==> config.mk <==
export PLATFORM = sky130hd
export DESIGN_NAME = lmat_ram
export DESIGN_NICKNAME = d
export VERILOG_FILES = /design/src/local_mean_adaptive_threshold_assert.svh /design/src/lmat_ram.sv
export SDC_FILE = /design/constraint.sdc
export NUM_CORES = 2
export LEC_CHECK = 0
export BUFFER_PORTS_ARGS = -buffer_cell sky130_fd_sc_hd__buf_4
export CAP_MARGIN = 10
export CORE_MARGIN = 1.5
export CORE_UTILIZATION = 30
export CTS_CLUSTER_SIZE = 10
export DETAILED_ROUTE_END_ITERATION = 10
export PLACE_DENSITY_LB_ADDON = 0.15
export SYNTH_ARGS = -nofsm -noshare
export SYNTH_HDL_FRONTEND = slang
export SYNTH_SLANG_ARGS = --single-unit
==> constraint.sdc <==
create_clock -name clk -period 4.5 [get_ports clk]
set_input_delay 0.675 -clock clk [delete_from_list [all_inputs] [get_ports clk]]
set_output_delay 0.675 -clock clk [all_outputs]
set_load 0.05 [all_outputs]
==> src/local_mean_adaptive_threshold_assert.svh <==
// Assertion macros shared by the threshold block.
`ifndef LOCAL_MEAN_ADAPTIVE_THRESHOLD_ASSERT_SVH
`define LOCAL_MEAN_ADAPTIVE_THRESHOLD_ASSERT_SVH

// Same-cycle implication, checked outside reset.
`define LMAT_ASSERT_IMPL(label, ante, cons) \
    label: assert property (@(posedge clk) disable iff (!rst_n) (ante) |-> (cons)) \
        else $error("lmat assertion failed");

// Next-cycle implication, checked outside reset.
`define LMAT_ASSERT_NEXT(label, ante, cons) \
    label: assert property (@(posedge clk) disable iff (!rst_n) (ante) |=> (cons)) \
        else $error("lmat assertion failed");

`endif

==> src/lmat_ram.sv <==
// Generic single-port-write, registered-read RAM.
`default_nettype none
module lmat_ram #(
    parameter int WIDTH = 8,
    parameter int DEPTH = 256
) (
    input  wire logic                     clk,
    input  wire logic                     we,
    input  wire logic [$clog2(DEPTH)-1:0] waddr,
    input  wire logic [WIDTH-1:0]         wdata,
    input  wire logic [$clog2(DEPTH)-1:0] raddr,
    output logic      [WIDTH-1:0]         rdata
);
    logic [WIDTH-1:0] mem [DEPTH];

    always_ff @(posedge clk)
    begin
        if (we)
        begin
            mem[waddr] <= wdata;
        end
        rdata <= mem[raddr];
    end
endmodule
`default_nettype wire

==> metrics.md <==
| Metric | Value |
|---|---|
| Asr flop ratio synth | `0%` |
| Setup ws final | `1.00 ns` |
| Unique cell type count in the Yosys netlist | `55` |
| Mapped Area | `79,600 um^2` |
| Filler cells | `24,700` |
| Post-place setup slack | `0.107 ns` |
| Cts hold-fix bufs | `0` |
| # resized after CTS | `0` |
| CTS root buf | `clkbuf_16` |
| Family with the most delay on the worst path | `simple AND/OR/NAND/NOR gates` |
| Largest cells by area after synthesis | `edfxtp_1, mux4_2, mux2i_1` |
| LEAKAGE | `28.3 nW` |
| Largest net degree at the start of global routing | `121` |
| Vias in the first global route | `40,100` |
| Fraction of layout cells with a size suffix above 1 | `25.9%` |
| Ys flop type | `edfxtp_1` |
| CP max stage cell | `nor4_1` |
| Fin crit share | `77.7%` |
| H-tree Lvls | `4` |
| Post-Route WL | `231,000 um` |
| Area of the multi-input gates | `16,500 um^2` |
| First-pass GRT wire length | `323,000 um` |
| Final Hold Viols | `0` |
| RSZ-0062 raised after global routing | `false` |
| Util after Layout | `35.1%` |
| CTS tree | `built` |
| Startpoint Class | `input port` |
| Clock skew | `0.0446 ns` |
| GR Overflow Total | `0` |
| CP Max Fanout | `45` |
| Setup TNS | `0 ns` |
| Max Clk Rate | `0.286 GHz` |
| Rel. slew slack | `10.1%` |
| Residual DRC count | `0` |
| Vias per inst | `5.02` |
| Clock Latency Late Sink | `0.87 ns` |
| Mean post-synth cell area | `21.3 um^2` |
| Wire length per cell | `29.9 um` |
| Antenna violations before repair | `10` |
| DRT iter0 DRCs | `3,494` |
| Critical path buffers and inverters | `3` |
| Port bufs | `33` |
| I/O pin cnt | `34` |
| Multiplexer share of the synthesized area | `14.6%` |
| DP HPWL | `143,000 um` |
| Final setup fails | `0` |
| Critical path class | `input port to flip-flop` |
| Final Instance Area | `92,200 um^2` |
| Worst Setup End Kind | `flip-flop` |
| Fin. max-slew vios | `0` |
| Worst Tran Pin Value | `1.34 ns` |
| Compound-Gate Fraction of Synth Area | `3.42%` |
| Run status | `finished, final reports clean` |
| Starting Density | `30.3%` |
| Placer Congestion | `0.793` |
| Cells along the critical path | `buf_8 > buf_12 > buf_4 > mux4_2 > mux4_2 > nor2b_1 > nor4_1 > nor4_1` |
| Post-CTS Setup Repair Bufs | `0` |
| Antenna viol nets, final | `0` |
| Core box area | `263,000 um^2` |
| Area Growth Syn to Fin | `15.9%` |
| Worst hold-check path type | `input port to flip-flop` |
| Register area | `61,700 um^2` |
| Power density cells | `436 nW/um^2` |
| Die width | `518 um` |
| Placed inst area | `85,700 um^2` |
| Clk buf depth | `3` |
| Total of max-cap violations | `0` |
| DRT Pass-1 Iters | `5` |
| CTS Buf Count | `231` |
| Post-synthesis adder-cell area fraction | `0%` |
| Post-Synthesis Cells | `3,733` |
| Xor/xnor share of the synthesized area | `0%` |
| Largest family of logic cells by synthesized area | `multiplexers` |
| Most frequent cells after synthesis | `edfxtp_1, mux4_2, nor2_1` |
| Simple-gate share of the synthesized area | `2.63%` |
| All-Layer GR Usage | `17.0%` |
| CTS Sinks | `2,056` |
| Synth Register Bits | `2,056` |
| Worst VDD drop | `0.386 mV` |
| Reg clk slew, reported paths | `0.05 ns` |
| Crit path largest cell delay | `1.05 ns` |
| Routed via count | `38,700` |
| Die Y | `518 um` |
| Syn. warnings | `0` |
| Synth area leader | `edfxtp_1` |
| # rows | `188` |
| # nets final | `4,106` |
| EDFF count, synth | `2,048` |
| Required time worst endpoint | `5.20 ns` |
| Share of the synthesized area in the top cell type | `77.3%` |
| Synthesized net count | `3,759` |
| Min cycle time layout | `3.50 ns` |
| Most common cell in the synthesized netlist | `edfxtp_1` |
| Die area | `268,000 um^2` |
| Crit path DAT | `4.20 ns` |
| Seq/Total Area, Yosys | `77.5%` |
==> flip-flops by register name, summed over array words and instances (netlist names) <==
name / cells
mem: 2048
rdata: 8
==> per-stage QoR <==
stage	instances	total power, W	hold slack [ns]
2_1_floorplan	3733	0.0226	0.770
4_1_cts	7707	0.0408	0.289
5_1_grt	7710	0.0415	0.280
3_5_place_dp	7361	0.0238	1.05
3_3_place_gp	7361	0.0237	1.04
6_report	7711	0.0402	0.298
==> cells by family after synthesis <==
family | after synthesis
flops | 2056
mux | 591
simple gates | 466
compound gates | 385
buf+inv | 235
==> layer usage <==
layer  share of wire (%)  routed length (um)  track usage (%)  vias to the layer above
met4                 2.2                5050             4.17                        0
li1                    -                   -                -                    16400
met5                   0                   0                0                        -
met1                  45              105000             24.2                    21100
met2                  48              110000             27.1                      949
met3                 4.7               10900             2.77                      276
==> path summary, 6_finish.rpt <==
check	from	endpoint	slack, ns	depth (start not counted)
worst max register to register	mem[66][1]$_DFFE_PP_	rdata[1]$_DFF_P_	1.60	5
worst min-delay path	wdata[4]	mem[91][4]$_DFFE_PP_	0.30	1
worst max-delay path	raddr[0]	rdata[1]$_DFF_P_	1.00	8
worst min register to register	mem[103][7]$_DFFE_PP_	rdata[7]$_DFF_P_	1.04	5
==> worst reg2reg max path, delay by kind of cell (launching register included) <==
kind             cells  cell delay, ns
DFF                  1            0.37
and+or+nand+nor      3            1.38
muxes                2            1.02
==> power by group <==
part | switching (W) | internal, W | leakage [nW]
Combinational | 0.00141 | 0.000710 | 6.72
Clock | 0.00735 | 0.00958 | 3.16
Sequential | 0.0000512 | 0.0211 | 18.5
==> area by class of cell <==
class,instances,area share [%]
multi-input combinational,1442,17.9
clock buffer,324,6.79
antenna,3,0.00814
tap,3515,4.77
inverter,2,0.00814
clock inverter,22,0.307
sequential,2056,66.9
timing repair buffer,347,3.33
==> layout by cell type, fill, tap and decap left out, drive strengths merged, types with 2 or more instances in the layout <==
| cell type | n |
|---|---|
| nor2 | 282 |
| o22ai | 28 |
| clkinv | 17 |
| and2 | 6 |
| nand2b | 8 |
| dfxtp | 8 |
| a31oi | 2 |
| or2 | 4 |
| nand4 | 10 |
| diode | 3 |
| o32ai | 5 |
| inv | 6 |
| nand3 | 34 |
| a221oi | 14 |
| buf | 347 |
| o221ai | 47 |
| edfxtp | 2048 |
| a21oi | 96 |
| and3b | 2 |
| o22a | 5 |
| a211oi | 16 |
| mux4 | 456 |
| a311oi | 2 |
| nor2b | 31 |
| mux2i | 134 |
| a22o | 8 |
| o211ai | 10 |
| nor4 | 27 |
| nand2 | 33 |
| clkbuf | 324 |
| nor3 | 22 |
| o21ai | 12 |
| a22oi | 133 |
| nand3b | 2 |
| a2111oi | 5 |
No activity file was read; power rests on OpenSTA's default activity.
